### src/rtl/cts_pkg.sv
// shared types, codes and arithmetic helpers of the complex triangular solver
package cts_pkg;

  localparam int IDX_W = 6;
  localparam int DW    = 32;
  localparam int QW    = 34;
  localparam int NUM_W = 96;

  localparam logic [1:0] KIND_MAT   = 2'd0;
  localparam logic [1:0] KIND_RHS   = 2'd1;
  localparam logic [1:0] KIND_START = 2'd2;

  localparam logic [1:0] MODE_UPPER = 2'd0;
  localparam logic [1:0] MODE_CONJ  = 2'd1;

  localparam logic [2:0] REG_SIZE     = 3'd0;
  localparam logic [2:0] REG_COLUMNS  = 3'd1;
  localparam logic [2:0] REG_MODE     = 3'd2;
  localparam logic [2:0] REG_ALPHA_RE = 3'd3;
  localparam logic [2:0] REG_ALPHA_IM = 3'd4;

  localparam logic [1:0] ST_OK        = 2'd0;
  localparam logic [1:0] ST_BAD_MODE  = 2'd1;
  localparam logic [1:0] ST_ZERO_DIAG = 2'd2;

  typedef enum logic [1:0] {MAC_ADD, MAC_SUB, MAC_SUBC, MAC_SQ} mac_op_t;
  typedef enum logic [1:0] {A_ALPHA, A_MAT, A_T} a_sel_t;
  typedef enum logic [1:0] {B_RHS, B_REC, B_MAT} b_sel_t;

  typedef struct packed {
    logic             mat_rd;
    logic [IDX_W-1:0] mat_row;
    logic [IDX_W-1:0] mat_col;
    logic             rhs_rd;
    logic             rhs_wr;
    logic [IDX_W-1:0] rhs_row;
    logic [IDX_W-1:0] rhs_col;
    logic             mac_en;
    mac_op_t          mac_op;
    a_sel_t           a_sel;
    b_sel_t           b_sel;
    logic [1:0]       part;
    logic             acc_clear;
    logic             acc_sat;
    logic             t_load;
    logic             d_clear;
    logic             rec_clear;
    logic             rec_re_load;
    logic             rec_im_load;
    logic             div_start;
    logic             div_im;
    logic             out_load;
    logic             out_zero;
    logic [1:0]       out_status;
    logic             out_last;
  } cts_cmd_t;

  typedef struct packed {
    logic den_zero;
    logic div_done;
  } cts_stat_t;

  function automatic logic signed [DW-1:0] sat32(input logic signed [63:0] v);
    logic signed [DW-1:0] r;
    if (v > 64'sd2147483647) r = 32'sh7fffffff;
    else if (v < -64'sd2147483648) r = 32'sh80000000;
    else r = v[DW-1:0];
    return r;
  endfunction

  function automatic logic [DW-1:0] mag32(input logic signed [DW-1:0] v);
    logic [DW-1:0] r;
    r = v[DW-1] ? 32'(-v) : 32'(v);
    return r;
  endfunction

  // clamp a reciprocal quotient and apply its sign
  function automatic logic signed [DW-1:0] quot_fix(input logic [QW-1:0] q, input logic neg);
    logic [QW-1:0]        qc;
    logic signed [DW-1:0] r;
    qc = (q > 34'h080000000) ? 34'h080000000 : q;
    if (neg) r = -$signed(qc[DW-1:0]);
    else if (qc == 34'h080000000) r = 32'sh7fffffff;
    else r = $signed(qc[DW-1:0]);
    return r;
  endfunction

endpackage

### src/rtl/cts_ctrl.sv
// controller: sequences reciprocal, dot products, write-back and result transfers
module cts_ctrl #(
  parameter int MAX_ORDER   = 8,
  parameter int MAX_COLUMNS = 8
) (
  input  logic                                   clk,
  input  logic                                   rst,
  input  logic                                   start,
  input  logic [$clog2(MAX_ORDER+1)-1:0]         n,
  input  logic [$clog2(MAX_COLUMNS+1)-1:0]       c,
  input  logic [1:0]                             mode,
  input  logic                                   alpha_zero,
  input  cts_pkg::cts_stat_t                     stat,
  input  logic                                   out_stall,
  output cts_pkg::cts_cmd_t                      cmd,
  output logic                                   in_stall,
  output logic                                   out_valid
);
  import cts_pkg::*;

  localparam int NW  = $clog2(MAX_ORDER + 1);
  localparam int CNW = $clog2(MAX_COLUMNS + 1);

  typedef enum logic [4:0] {
    S_IDLE, S_ERR, S_ROW, S_DIAG_RD, S_SQ, S_REC_CHK, S_WAIT_RE, S_DIV_IM, S_WAIT_IM,
    S_COL_RD, S_T_MAC, S_T_SAT, S_DOT_CHK, S_DOT_RD, S_DOT_MAC, S_F_T, S_F_MAC,
    S_WB, S_OUT_RD, S_OUT_LD, S_OUT_SET, S_OUT_WAIT, S_DRAIN
  } state_t;

  state_t         state, resume;
  logic [NW-1:0]  k, i, m;
  logic [CNW-1:0] j;
  logic [1:0]     p, dcnt;
  logic           bad, fin, upper;

  assign upper    = (mode == MODE_UPPER);
  assign in_stall = (state != S_IDLE);

  always_ff @(posedge clk) begin
    if (rst) begin
      state     <= S_IDLE;
      resume    <= S_IDLE;
      cmd       <= '0;
      out_valid <= 1'b0;
      bad       <= 1'b0;
      fin       <= 1'b0;
      k <= '0; i <= '0; m <= '0; j <= '0; p <= '0; dcnt <= '0;
    end else begin
      cmd <= '0;
      case (state)
        S_IDLE: begin
          if (start) begin
            bad <= 1'b0;
            i   <= '0;
            j   <= '0;
            k   <= '0;
            if (mode != MODE_UPPER && mode != MODE_CONJ) state <= S_ERR;
            else if (alpha_zero) state <= S_OUT_RD;
            else state <= S_ROW;
          end
        end
        S_ERR: begin
          cmd.out_load   <= 1'b1;
          cmd.out_zero   <= 1'b1;
          cmd.out_status <= ST_BAD_MODE;
          cmd.out_last   <= 1'b1;
          fin            <= 1'b1;
          state          <= S_OUT_SET;
        end
        S_ROW: begin
          i     <= upper ? NW'(n - NW'(1) - k) : k;
          state <= S_DIAG_RD;
        end
        S_DIAG_RD: begin
          cmd.mat_rd  <= 1'b1;
          cmd.mat_row <= IDX_W'(i);
          cmd.mat_col <= IDX_W'(i);
          cmd.d_clear <= 1'b1;
          p           <= '0;
          state       <= S_SQ;
        end
        S_SQ: begin
          cmd.mac_en <= 1'b1;
          cmd.mac_op <= MAC_SQ;
          cmd.a_sel  <= A_MAT;
          cmd.b_sel  <= B_MAT;
          cmd.part   <= p;
          p          <= p + 2'd1;
          if (p == 2'd1) begin
            dcnt   <= 2'd2;
            resume <= S_REC_CHK;
            state  <= S_DRAIN;
          end
        end
        S_REC_CHK: begin
          if (stat.den_zero) begin
            bad           <= 1'b1;
            cmd.rec_clear <= 1'b1;
            j             <= '0;
            state         <= S_COL_RD;
          end else begin
            cmd.div_start <= 1'b1;
            state         <= S_WAIT_RE;
          end
        end
        S_WAIT_RE: begin
          if (stat.div_done) begin
            cmd.rec_re_load <= 1'b1;
            j               <= '0;
            state           <= upper ? S_DIV_IM : S_COL_RD;
          end
        end
        S_DIV_IM: begin
          cmd.div_start <= 1'b1;
          cmd.div_im    <= 1'b1;
          state         <= S_WAIT_IM;
        end
        S_WAIT_IM: begin
          cmd.div_im <= 1'b1;
          if (stat.div_done) begin
            cmd.rec_im_load <= 1'b1;
            state           <= S_COL_RD;
          end
        end
        S_COL_RD: begin
          cmd.rhs_rd    <= 1'b1;
          cmd.rhs_row   <= IDX_W'(i);
          cmd.rhs_col   <= IDX_W'(j);
          cmd.acc_clear <= 1'b1;
          p             <= '0;
          state         <= S_T_MAC;
        end
        S_T_MAC: begin
          cmd.mac_en <= 1'b1;
          cmd.mac_op <= MAC_ADD;
          cmd.a_sel  <= A_ALPHA;
          cmd.b_sel  <= B_RHS;
          cmd.part   <= p;
          p          <= p + 2'd1;
          if (p == 2'd3) begin
            dcnt   <= 2'd2;
            resume <= S_T_SAT;
            state  <= S_DRAIN;
          end
        end
        S_T_SAT: begin
          cmd.acc_sat <= 1'b1;
          m           <= upper ? NW'(i + NW'(1)) : '0;
          state       <= S_DOT_CHK;
        end
        S_DOT_CHK: begin
          if (upper ? (m < n) : (m < i)) begin
            state <= S_DOT_RD;
          end else begin
            dcnt   <= 2'd2;
            resume <= S_F_T;
            state  <= S_DRAIN;
          end
        end
        S_DOT_RD: begin
          cmd.mat_rd  <= 1'b1;
          cmd.mat_row <= upper ? IDX_W'(i) : IDX_W'(m);
          cmd.mat_col <= upper ? IDX_W'(m) : IDX_W'(i);
          cmd.rhs_rd  <= 1'b1;
          cmd.rhs_row <= IDX_W'(m);
          cmd.rhs_col <= IDX_W'(j);
          p           <= '0;
          state       <= S_DOT_MAC;
        end
        S_DOT_MAC: begin
          cmd.mac_en <= 1'b1;
          cmd.mac_op <= upper ? MAC_SUB : MAC_SUBC;
          cmd.a_sel  <= A_MAT;
          cmd.b_sel  <= B_RHS;
          cmd.part   <= p;
          p          <= p + 2'd1;
          if (p == 2'd3) begin
            m     <= m + NW'(1);
            state <= S_DOT_CHK;
          end
        end
        S_F_T: begin
          cmd.t_load <= 1'b1;
          p          <= '0;
          state      <= S_F_MAC;
        end
        S_F_MAC: begin
          cmd.mac_en <= 1'b1;
          cmd.mac_op <= MAC_ADD;
          cmd.a_sel  <= A_T;
          cmd.b_sel  <= B_REC;
          cmd.part   <= p;
          p          <= p + 2'd1;
          if (p == 2'd3) begin
            dcnt   <= 2'd2;
            resume <= S_WB;
            state  <= S_DRAIN;
          end
        end
        S_WB: begin
          cmd.rhs_wr  <= 1'b1;
          cmd.rhs_row <= IDX_W'(i);
          cmd.rhs_col <= IDX_W'(j);
          if (CNW'(j + CNW'(1)) < c) begin
            j     <= j + CNW'(1);
            state <= S_COL_RD;
          end else if (NW'(k + NW'(1)) < n) begin
            k     <= k + NW'(1);
            state <= S_ROW;
          end else begin
            i     <= '0;
            j     <= '0;
            state <= S_OUT_RD;
          end
        end
        S_OUT_RD: begin
          cmd.rhs_rd  <= 1'b1;
          cmd.rhs_row <= IDX_W'(i);
          cmd.rhs_col <= IDX_W'(j);
          state       <= S_OUT_LD;
        end
        S_OUT_LD: begin
          cmd.out_load   <= 1'b1;
          cmd.rhs_row    <= IDX_W'(i);
          cmd.rhs_col    <= IDX_W'(j);
          cmd.out_status <= bad ? ST_ZERO_DIAG : ST_OK;
          cmd.out_last   <= (i == NW'(n - NW'(1))) && (j == CNW'(c - CNW'(1)));
          fin            <= (i == NW'(n - NW'(1))) && (j == CNW'(c - CNW'(1)));
          state          <= S_OUT_SET;
        end
        S_OUT_SET: begin
          out_valid <= 1'b1;
          state     <= S_OUT_WAIT;
        end
        S_OUT_WAIT: begin
          if (!out_stall) begin
            out_valid <= 1'b0;
            if (fin) begin
              fin   <= 1'b0;
              state <= S_IDLE;
            end else begin
              if (CNW'(j + CNW'(1)) < c) begin
                j <= j + CNW'(1);
              end else begin
                j <= '0;
                i <= i + NW'(1);
              end
              state <= S_OUT_RD;
            end
          end
        end
        S_DRAIN: begin
          // wait for the multiply pipeline to empty into the accumulators
          if (dcnt == 2'd0) state <= resume;
          else dcnt <= dcnt - 2'd1;
        end
        default: state <= S_IDLE;
      endcase
    end
  end

endmodule

### config.mk
export PLATFORM = sky130hd
export DESIGN_NAME = cts_ctrl
export DESIGN_NICKNAME = d
export VERILOG_FILES = /design/src/rtl/cts_pkg.sv /design/src/rtl/cts_ctrl.sv
export SDC_FILE = /design/constraint.sdc
export NUM_CORES = 1
export LEC_CHECK = 0
export BUFFER_PORTS_ARGS = -buffer_cell sky130_fd_sc_hd__buf_2
export CAP_MARGIN = 20
export CORE_ASPECT_RATIO = 1.25
export CORE_MARGIN = 2
export CORE_UTILIZATION = 53
export CTS_BUF_LIST = sky130_fd_sc_hd__clkbuf_4
export CTS_CLUSTER_SIZE = 40
export DETAILED_ROUTE_END_ITERATION = 8
export GPL_TIMING_DRIVEN = 0
export PLACE_DENSITY_LB_ADDON = 0.2
export SLEW_MARGIN = 10
export SYNTH_ARGS = -nofsm -noshare
export SYNTH_HDL_FRONTEND = slang
export SYNTH_SLANG_ARGS = --single-unit
export TNS_END_PERCENT = 1
### constraint.sdc
create_clock -name clk -period 2.29 [get_ports clk]
set_input_delay 0.229 -clock clk [delete_from_list [all_inputs] [get_ports clk]]
set_output_delay 0.229 -clock clk [all_outputs]
set_load 0.01 [all_outputs]
### After elaboration in Yosys (flattened, before gate mapping)

Index checks and enable logic that the tools add are counted.

* latch bits: 0
* input port bits: 17
* output and inout bits: 52
* memory bits (writable): 0
* memory bits (read-only): 0
* memories kept: 0
* register bits: 83

* multipliers: 0
* magnitude comparators: 4
* bitwise operators: 3
* div/mod/pow operators: 0
* add/subtract/negate cells: 9
* eq/ne operators: 46
* mux-type cells: 77
* shift operators: 0
* reductions and logical operators: 37

Operators with widths (count)
* $pmux W5 S21: 1
* $mux W5: 18
* $mux W4: 21
* $eq A5 B4 Y1 const B: 8
* $pmux W9 S4: 1
* $eq A5 B5 Y1 const B: 7
* $ne A2 B2 Y1 const B: 17
* $pmux W13 S2: 1
* $eq A5 B3 Y1 const B: 4
* $pmux W10 S2: 1
* $pmux W4 S5: 1
* $pmux W5 S4: 1
* $add A4 B1 Y4 const B: 4
* $lt A4 B4 Y1: 4
* $mux W1: 16
* $pmux W4 S2: 2
* $pmux W4 S4: 1
* $reduce_and A7 Y1: 2
* $mux W2: 6
* $reduce_bool A2 Y1: 6
* $reduce_bool A4 Y1: 3
* $reduce_or A2 Y1: 6
* $reduce_or A4 Y1: 3
* $eq A5 B2 Y1 const B: 2
* 27 further kinds: 40

### Depth between registers and ports, before layout

Gate-level depths: netlist of run 1.

* word-level depth: 6
* gate-level depth with buffers: 10
* depth with buffers taken out: 10

### Least setup slack after synthesis of run 1

No wires, ideal clock.

* kind: flip-flop to flip-flop
* from: reg j[0]
* to: reg j[2]
* period minus slack after synthesis: 2.376 ns
* setup time: 0.117 ns
* stages on the path, launching flop included: 10
* arrival time: 2.258 ns
* slack: -0.086 ns
* data required time: 2.173 ns
* cells stage by stage: dfxtp_1 > ha_1 > ha_1 > nor2b_1 > o211ai_1 > a2111o_1 > buf_2 > nor3b_4 > o21ai_1 > a32o_1

* cells in the longest elaborated chain, start to end: 6

RTL lines
* start: declaration: line cts_ctrl.sv:32 `logic [CNW-1:0] j;`
* start signal: assignment: line cts_ctrl.sv:205 `j <= j + CNW'(1);`
* start signal: assignment: line cts_ctrl.sv:243 `j <= j + CNW'(1);`
* $add A4 B1 Y4 *
* $lt A4 B4 Y1: line cts_ctrl.sv:204, cts_ctrl.sv:242
* $mux W4: line cts_ctrl.sv:242 `if (CNW'(j + CNW'(1)) < c) begin`
* $mux W4: line cts_ctrl.sv:238 `if (fin) begin`
* $mux W4: line cts_ctrl.sv:236 `if (!out_stall) begin`
* $pmux W4 S5: line cts_ctrl.sv:50 `case (state)`

Every way passes the cells marked *; elsewhere a longest branch is shown, timed or not. The select of a mux whose other input is x is not followed.
A chain may end at the register's enable or synchronous reset.

### Final worst setup path of run 1

* from: reg k[1]
* to: reg k[0]

* cells in the longest elaborated chain, start to end: 4

RTL lines
* start: declaration: line cts_ctrl.sv:31 `logic [NW-1:0] k, i, m;`
* start signal: assignment: line cts_ctrl.sv:208 `k <= k + NW'(1);`
* $add A4 B1 Y4: line cts_ctrl.sv:207 `end else if (NW'(k + NW'(1)) < n) begin`
* $lt A4 B4 Y1: line cts_ctrl.sv:207
* $ne A2 B2 Y1 (no source line)
* $reduce_and A4 Y1 (no source line)

No other way between the ends.

==> results of run 1 <==
==> layer usage <==
layer | GRT usage, % | up-vias | routed length, µm
met5 | 0 | - | 0
met4 | 17.8 | 0 | 629
met3 | 6.56 | 40 | 825
met2 | 48.7 | 187 | 6500
met1 | 35.4 | 1980 | 5070
li1 | - | 2037 | -
==> cell usage after synthesis (13+ instances only) <==
library cell,number
dfxtp_1,72
nand2_1,29
nand3_1,24
ha_1,25
a22o_1,13
o21ai_0,18
nor2_1,55
inv_1,31
nor3_1,23
a21oi_1,34
buf_4,14
==> cell usage in the layout, fill, tap and decap left out, drive strengths merged, types with 6 or more instances in the layout <==
master and count:
nand2 29, a211oi 9, inv 33, xor2 11
buf 91, nor3 23, nand3 24, nor4 6
nand2b 8, and2 7, a22o 13, nor2b 11
o21ai 22, xnor2 9, clkbuf 20, ha 25
a21oi 34, conb 8, or3 6, nor2 57
dfxtp 72, or2 6
==> cell type report <==
cell class | count | area [µm²]
Fill cell | 723 | 2800
Tap cell | 95 | 119
Inverter | 33 | 124
Sequential cell | 72 | 1470
Clock buffer | 10 | 75.1
Multi-Input combinational cell | 390 | 2680
Clock inverter | 6 | 58.8
Buffer | 39 | 238
Timing Repair Buffer | 62 | 315
==> where the power goes <==
| group | leakage (nW) | switching (mW) | internal [mW] |
|---|---|---|---|
| clock network | 0.0719 | 0.478 | 0.340 |
| registers | 0.590 | 0.0878 | 1.39 |
| logic | 1.58 | 1.83 | 1.07 |
==> critical path, cell delays in order, from the launching register on <==
cell,delay [ps]
dfxtp_4,390
ha_4,240
ha_1,250
nor2b_1,140
o211a_1,230
a2111o_1,360
buf_6,120
buf_4,150
or2_2,270
a21oi_1,120
==> logic make-up (layout without fill, tap and decap cells) <==
kind of cell | Yosys count | after routing | share of synthesized area, %
simple gates | 203 | 203 | 24.9
flops | 72 | 72 | 33.2
xor+xnor | 20 | 20 | 4.03
mux | 6 | 6 | 1.41
compound gates | 127 | 127 | 20.5
other cells | 1 | 8 | 0.0863
buf+inv | 74 | 150 | 8.27
fa+ha+maj | 26 | 26 | 7.66
==> stage by stage <==
step / setup WS, ps / total power, mW
after floorplan: 11.2 / 3.55
after global placement: -323 / 4.27
after detailed placement: -365 / 4.27
after CTS: -76.9 / 5.08
after global routing: -148 / 5.48
final: -66.8 / 5.19
==> worst paths after layout <==
check / start / to / slack, ps / cells after the start
hold / removal: stat[0] / cmd[7] / 110 / 3
setup / recovery: k[1] / k[0] / -70 / 9
hold reg to reg: resume[0] / resume[0] / 460 / 2
setup reg to reg: k[1] / k[0] / -70 / 9
==> registers in the layout, summed over array words and instances (netlist names) <==
signal / count
m: 4
j: 4
dcnt: 2
out_valid: 1
i: 4
state: 5
p: 2
resume: 4
cmd: 40
fin: 1
bad: 1
k: 4
==> repair_timing <==
| action | CTS | global route |
|---|---|---|
| setup buffers | 1 | 1 |
| hold endpoints to repair | 0 | 0 |
| pin swaps | 3 | 7 |
| setup endpoints to repair | 16 | 33 |
| gates resized for setup | 16 | 22 |
| hold buffers | 0 | 0 |
==> run metrics, run 1 <==
Max Fclk=0.424 GHz; Cell Area, Synth=about 0.0043 mm²; drt via density=6.00; slew margin rel.=43.8%; Arr. time, crit path=2710 ps; Setup crit end kind=flip-flop; CTS Buffer Depth=2; top cell type's share of synthesized area=33.2%; Yosys top cell by area=dfxtp_1; first-pass GRT wire length=21.0 mm; Pre-Repair DR Iteration Count=5; Vias=~4.2k; Final Hold Fails=0; initial antenna violation count=0; number of global-route vias before repair=4086; Final WS setup=-66.8 ps; Sink Count=72; max-slew violations=0; placed inst area=0.00482 mm²; final instance area=0.00508 mm²; Setup crit start kind=flip-flop; Hold WS=about 110 ps; Synth Warn #=0; Cell Rows=36; P&R area growth vs syn=17.1%; Num CTS Buffers=9; antenna diode count=0; root buffer cell=clkbuf_4; Mean Syn Cell Area=8.21 µm²; Final ANT Viol Nets=0; failing checks=negative setup slack; final wirelength=13.0 mm; Final nets=650; Syn Inst Count=529; critical path fanouts, max=9; P_leak=2.24 nW; Setup TNS=-172 ps; Tmin final=2360 ps; Yosys cell types=between 70 and 80; WS Path Type=reg2reg; outcome=finished, violations left; P per Cell Area=between 1000 and 1500 mW/mm²; Placed Cells incl. Taps=691; H-Tree Level Count=3; Synth Flop Type=dfxtp_1; sequential element share of the synthesized area=around a third; Post-synth EDFFs=0; worst slew pin tran=843 ps; Synth Register Bits=72; Port Buffers=60; main area contributors after synthesis=dfxtp_1 (33%), ha_1 (7.2%), nor2_1 (4.8%); RePlAce Congestion=about 1; Final Cycle Share=103%; I/O pin count=slightly below 70; CP required=2650 ps; die height=105 µm; Fin Clk Skew=21.1 ps; DR WL/cell=18.4 µm; DR DRC count=0; HPWL Detailed=9.74 mm; Core ar.=0.00788 mm²; die area=roughly 0.0089 mm²; Starting Density=55.1%; Peak supply drop=0.602 mV; largest net degree at the start of global routing=13; global route overflow=0; Final Non-Filler Cells=707; Final setup viols=3; worst skew pair latency=~450 ps; die width=85.0 µm; worst hold path class=in2reg; Iter 0 DRT Violations=around 280; GRT Resource Usage Total=29.9%; Finished Core Util=64.5%; RSZ-0062 raised after global routing=true; CTS tree=yes; MaxCap Viol Count=0; asr flop ratio synth=0%; register clock-pin slew on the reported worst setup and hold paths=140 ps; layout cell share with drive strength beyond 1=24.5%
Power figures use the tool's default switching activity.
==> inputs of run 2 (changes only) <==
--- a/config.mk
+++ b/config.mk
@@ -5,6 +5,7 @@
 export SDC_FILE = /design/constraint.sdc
 export NUM_CORES = 1
 export LEC_CHECK = 0
+export ABC_AREA = 1
 export BUFFER_PORTS_ARGS = -buffer_cell sky130_fd_sc_hd__buf_2
 export CAP_MARGIN = 20
 export CORE_ASPECT_RATIO = 1.25
@@ -13,6 +14,7 @@
 export CTS_BUF_LIST = sky130_fd_sc_hd__clkbuf_4
 export CTS_CLUSTER_SIZE = 40
 export DETAILED_ROUTE_END_ITERATION = 8
+export GPL_ROUTABILITY_DRIVEN = 0
 export GPL_TIMING_DRIVEN = 0
 export PLACE_DENSITY_LB_ADDON = 0.2
 export SLEW_MARGIN = 10
==> run metrics, run 2 <==
final-layout fill cell count=712 (was 723); CTS Buffer Depth=2 (unchanged); Synth Flop Type=dfxtp_1 (unchanged); P per Cell Area=919 mW/mm² (was 1020 mW/mm²); Pre-Repair DR Iteration Count=5 (unchanged); asr flop ratio synth=0% (unchanged); worst hold path startpoint=rst (was stat[0]); Arr. time, crit path=2450 ps (was 2710 ps); layout cell share with drive strength beyond 1=18.1% (was 24.5%); final wirelength=11.0 mm (was 13.0 mm); final instance area=0.00478 mm² (was 0.00508 mm²); I/O pin count=69 (unchanged); CP max-delay cell=dfxtp_4 (unchanged); biggest regs=cmd: 40 flops, state: 5 flops (unchanged); Hold WS=37.0 ps (was 111 ps); sequential power share=35.0% (was 28.5%); worst slew pin tran=779 ps (was 843 ps); DR WL/cell=14.3 µm (was 18.4 µm); WS Path Type=reg2reg (unchanged); worst r2r dst=k[2] (was k[0]); crit path cell chain=ha_1, xnor2_2, inv_1, ha_1, nand2_1, inv_1, nand2_1, nand2_4, inv_2, nor2_4, nand3_4, nand2_2, inv_1, nand2_1, a21oi_1 (was ha_4, ha_1, nor2b_1, o211a_1, a2111o_1, buf_6, buf_4, or2_2, a21oi_1); worst reg2reg startpoint=j[0] (was k[1]); Syn Inst Count=593 (was 529); DR DRC count=0 (unchanged); Setup crit start kind=flip-flop (unchanged); placed inst area=0.00456 mm² (was 0.00482 mm²); sequential element share of the synthesized area=35.0% (was 33.2%); die area=0.00850 mm² (was 0.00894 mm²); Cell Rows=35 (was 36); main area contributors after synthesis=dfxtp_1 (35%), nand2_1 (12%), ha_1 (7.6%) (was dfxtp_1 (33%), ha_1 (7.2%), nor2_1 (4.8%)); register clock-pin slew on the reported worst setup and hold paths=130 ps (was 140 ps); Power Total=4.39 mW (was 5.19 mW); Iter 0 DRT Violations=291 (was 281); Cell Area, Synth=0.00412 mm² (was 0.00434 mm²); Final Cycle Share=93.8% (was 103%); MaxCap Viol Count=0 (unchanged); Vias=4200 (was 4244); HPWL Detailed=8.43 mm (was 9.74 mm); Core ar.=0.00744 mm² (was 0.00788 mm²); Final Hold Fails=0 (unchanged); die height=103 µm (was 105 µm); initial antenna violation count=0 (unchanged); Hold Crit Depth=2 (was 3); Fin Clk Skew=20.9 ps (was 21.1 ps); leading cell type in the layout, fill and taps excluded=nand2_1 (was buf_2); NetSw=1.99 mW (was 2.39 mW); global route overflow=0 (unchanged); outcome=finished, final reports clean (was finished, violations left); GRT Resource Usage Total=26.4% (was 29.9%); Top reg by flops=cmd (unchanged); Setup crit end kind=flip-flop (unchanged); slew margin rel.=47.9% (was 43.8%); Mean Syn Cell Area=6.95 µm² (was 8.21 µm²); Peak supply drop=0.563 mV (was 0.602 mV); Clock power frac=18.8% (was 15.8%); drt via density=5.43 (was 6.00); reg2reg path depth=15 (was 9); CTS tree=yes (unchanged); root buffer cell=clkbuf_4 (unchanged); worst skew pair latency=450 ps (about the same); P&R area growth vs syn=16.0% (was 17.1%); P_leak=2.41 nW (was 2.24 nW); Yosys cell types=38 (was 75); area of the multi-input gates=0.00231 mm² (was 0.00268 mm²); Int Power=2.40 mW (was 2.80 mW); largest net degree at the start of global routing=14 (was 13); Sink Count=72 (unchanged); Final ANT Viol Nets=0 (unchanged); worst hold path class=in2reg (unchanged); Port Buffers=60 (unchanged); worst hold path endpoint=cmd[22] (was cmd[7]); Sw Ratio=45.4% (was 46.1%); Num CTS Buffers=9 (unchanged); max reg flops=40 (unchanged); Final setup viols=0 (was 3); register area=0.00145 mm² (was 0.00147 mm²); logic gate share of total power=46.2% (was 55.8%); Largest stage delay, worst path=380 ps (was 390 ps); die width=82.9 µm (was 85.0 µm); H-Tree Level Count=3 (unchanged); top cell type's share of synthesized area=35.0% (was 33.2%); Yosys top cell by area=dfxtp_1 (unchanged); antenna diode count=0 (unchanged); top-count cell post-synth=nand2_1 (was dfxtp_1); Setup TNS=0 ps (was -172 ps); Synth top cells by count=nand2_1 (137), nor2_1 (78), dfxtp_1 (72), inv_1 (72), nand3_1 (44) (was dfxtp_1 (72), nor2_1 (55), a21oi_1 (34), inv_1 (31), nand2_1 (29)); commonest cells after routing, fill and taps aside=nand2_1 (135), nor2_1 (78), inv_1 (71), dfxtp_1 (69), buf_2 (60) (was buf_2 (70), dfxtp_1 (62), nor2_1 (54), inv_1 (31), a21oi_1 (31)); first-pass GRT wire length=18.1 mm (was 21.0 mm); Synth Register Bits=72 (unchanged); Synth Warn #=0 (unchanged); number of global-route vias before repair=3814 (was 4086); critical path fanouts, max=6 (was 9); Tmin final=2150 ps (was 2360 ps); Post-synth EDFFs=0 (unchanged); max-slew violations=0 (unchanged); Starting Density=55.3% (was 55.1%); Final nets=719 (was 650); CP required=2590 ps (was 2650 ps); crit path from=j[0] (was k[1]); Max Fclk=0.465 GHz (was 0.424 GHz); setup slack, reg-to-reg=140 ps (was -70 ps)
==> run 2: cell count changes in the layout (fill, tap and decap cells not counted), sizes merged, moves of 12 or more <==
cell   delta
nand2   +110
nand3    +25
buf      -12
inv      +45
a22o     -13
nor2     +29
==> run 2: final cells by class <==
type,count,share of cell area (%)
Multi-Input combinational cell,429,48.3
Sequential cell,72,30.3
Timing Repair Buffer,65,7.07
Inverter,76,5.97
Buffer,23,3.06
Tap cell,92,2.41
Clock inverter,7,1.47
Clock buffer,9,1.41
==> run 2: logic make-up after synthesis <==
logic type	count (synthesis)	synth area share [%]
flops	72	35.0
fa+ha+maj	26	8.08
xor+xnor	12	2.55
simple gates	302	32.8
other cells	1	0.0910
compound gates	81	11.1
buf+inv	99	10.5
==> run 2: power by group through the flow <==
stage          clock network, mW  registers [mW]  logic (mW)
2_1_floorplan                  0            1.54        1.52
4_1_cts                    0.824            1.54        1.99
3_3_place_gp                   0            1.56        1.94
6_report                   0.825            1.54        2.03
3_5_place_dp                   0            1.56        1.98
5_1_grt                    0.881            1.56        2.31
==> run 2: worst max-delay path by stage <==
stage | end | slack, ps | cells past startpoint
2_1_floorplan | k[1] | 300 | 15
3_3_place_gp | k[1] | -30 | 15
3_5_place_dp | k[1] | -40 | 15
4_1_cts | k[1] | 30 | 15
5_1_grt | k[1] | -30 | 15
6_report | k[2] | 140 | 15
==> run 2: what timing repair did <==
item                       4_1_cts  5_1_grt
resized for setup                3       10
setup endpoints to repair        7       10
buffers inserted                 0        5
hold buffers                     0        0
hold endpoints to repair         0        0
pin swaps                        0        3
cloned                           0        0
==> run 2: critical path: cells and delay by family, from the launching register on <==
kind / cells / cell delay [ps]
compound gates: 1 / 50
xor+xnor: 1 / 180
fa+ha+maj: 2 / 480
buf+inv: 4 / 250
flops: 1 / 380
simple gates: 7 / 660
==> run 2: through the flow <==
stage,utilization (%),worst slack [ps],cells
floorplan,-,300,600
global placement,61.3,-28.3,752
detailed placement,61.3,-44.7,752
CTS,63.3,29.6,768
global route,64.2,-34.1,773
finish,64.2,141,773
==> run 2: layer usage <==
metal	global-route usage, %	wire, µm	vias up	part of all wire (%)
li1	-	-	2070	-
met1	32.2	4610	1906	42
met2	46.3	5320	199	48
met3	5.20	830	25	7.5
met4	10.7	258	0	2.3
met5	0	0	-	0
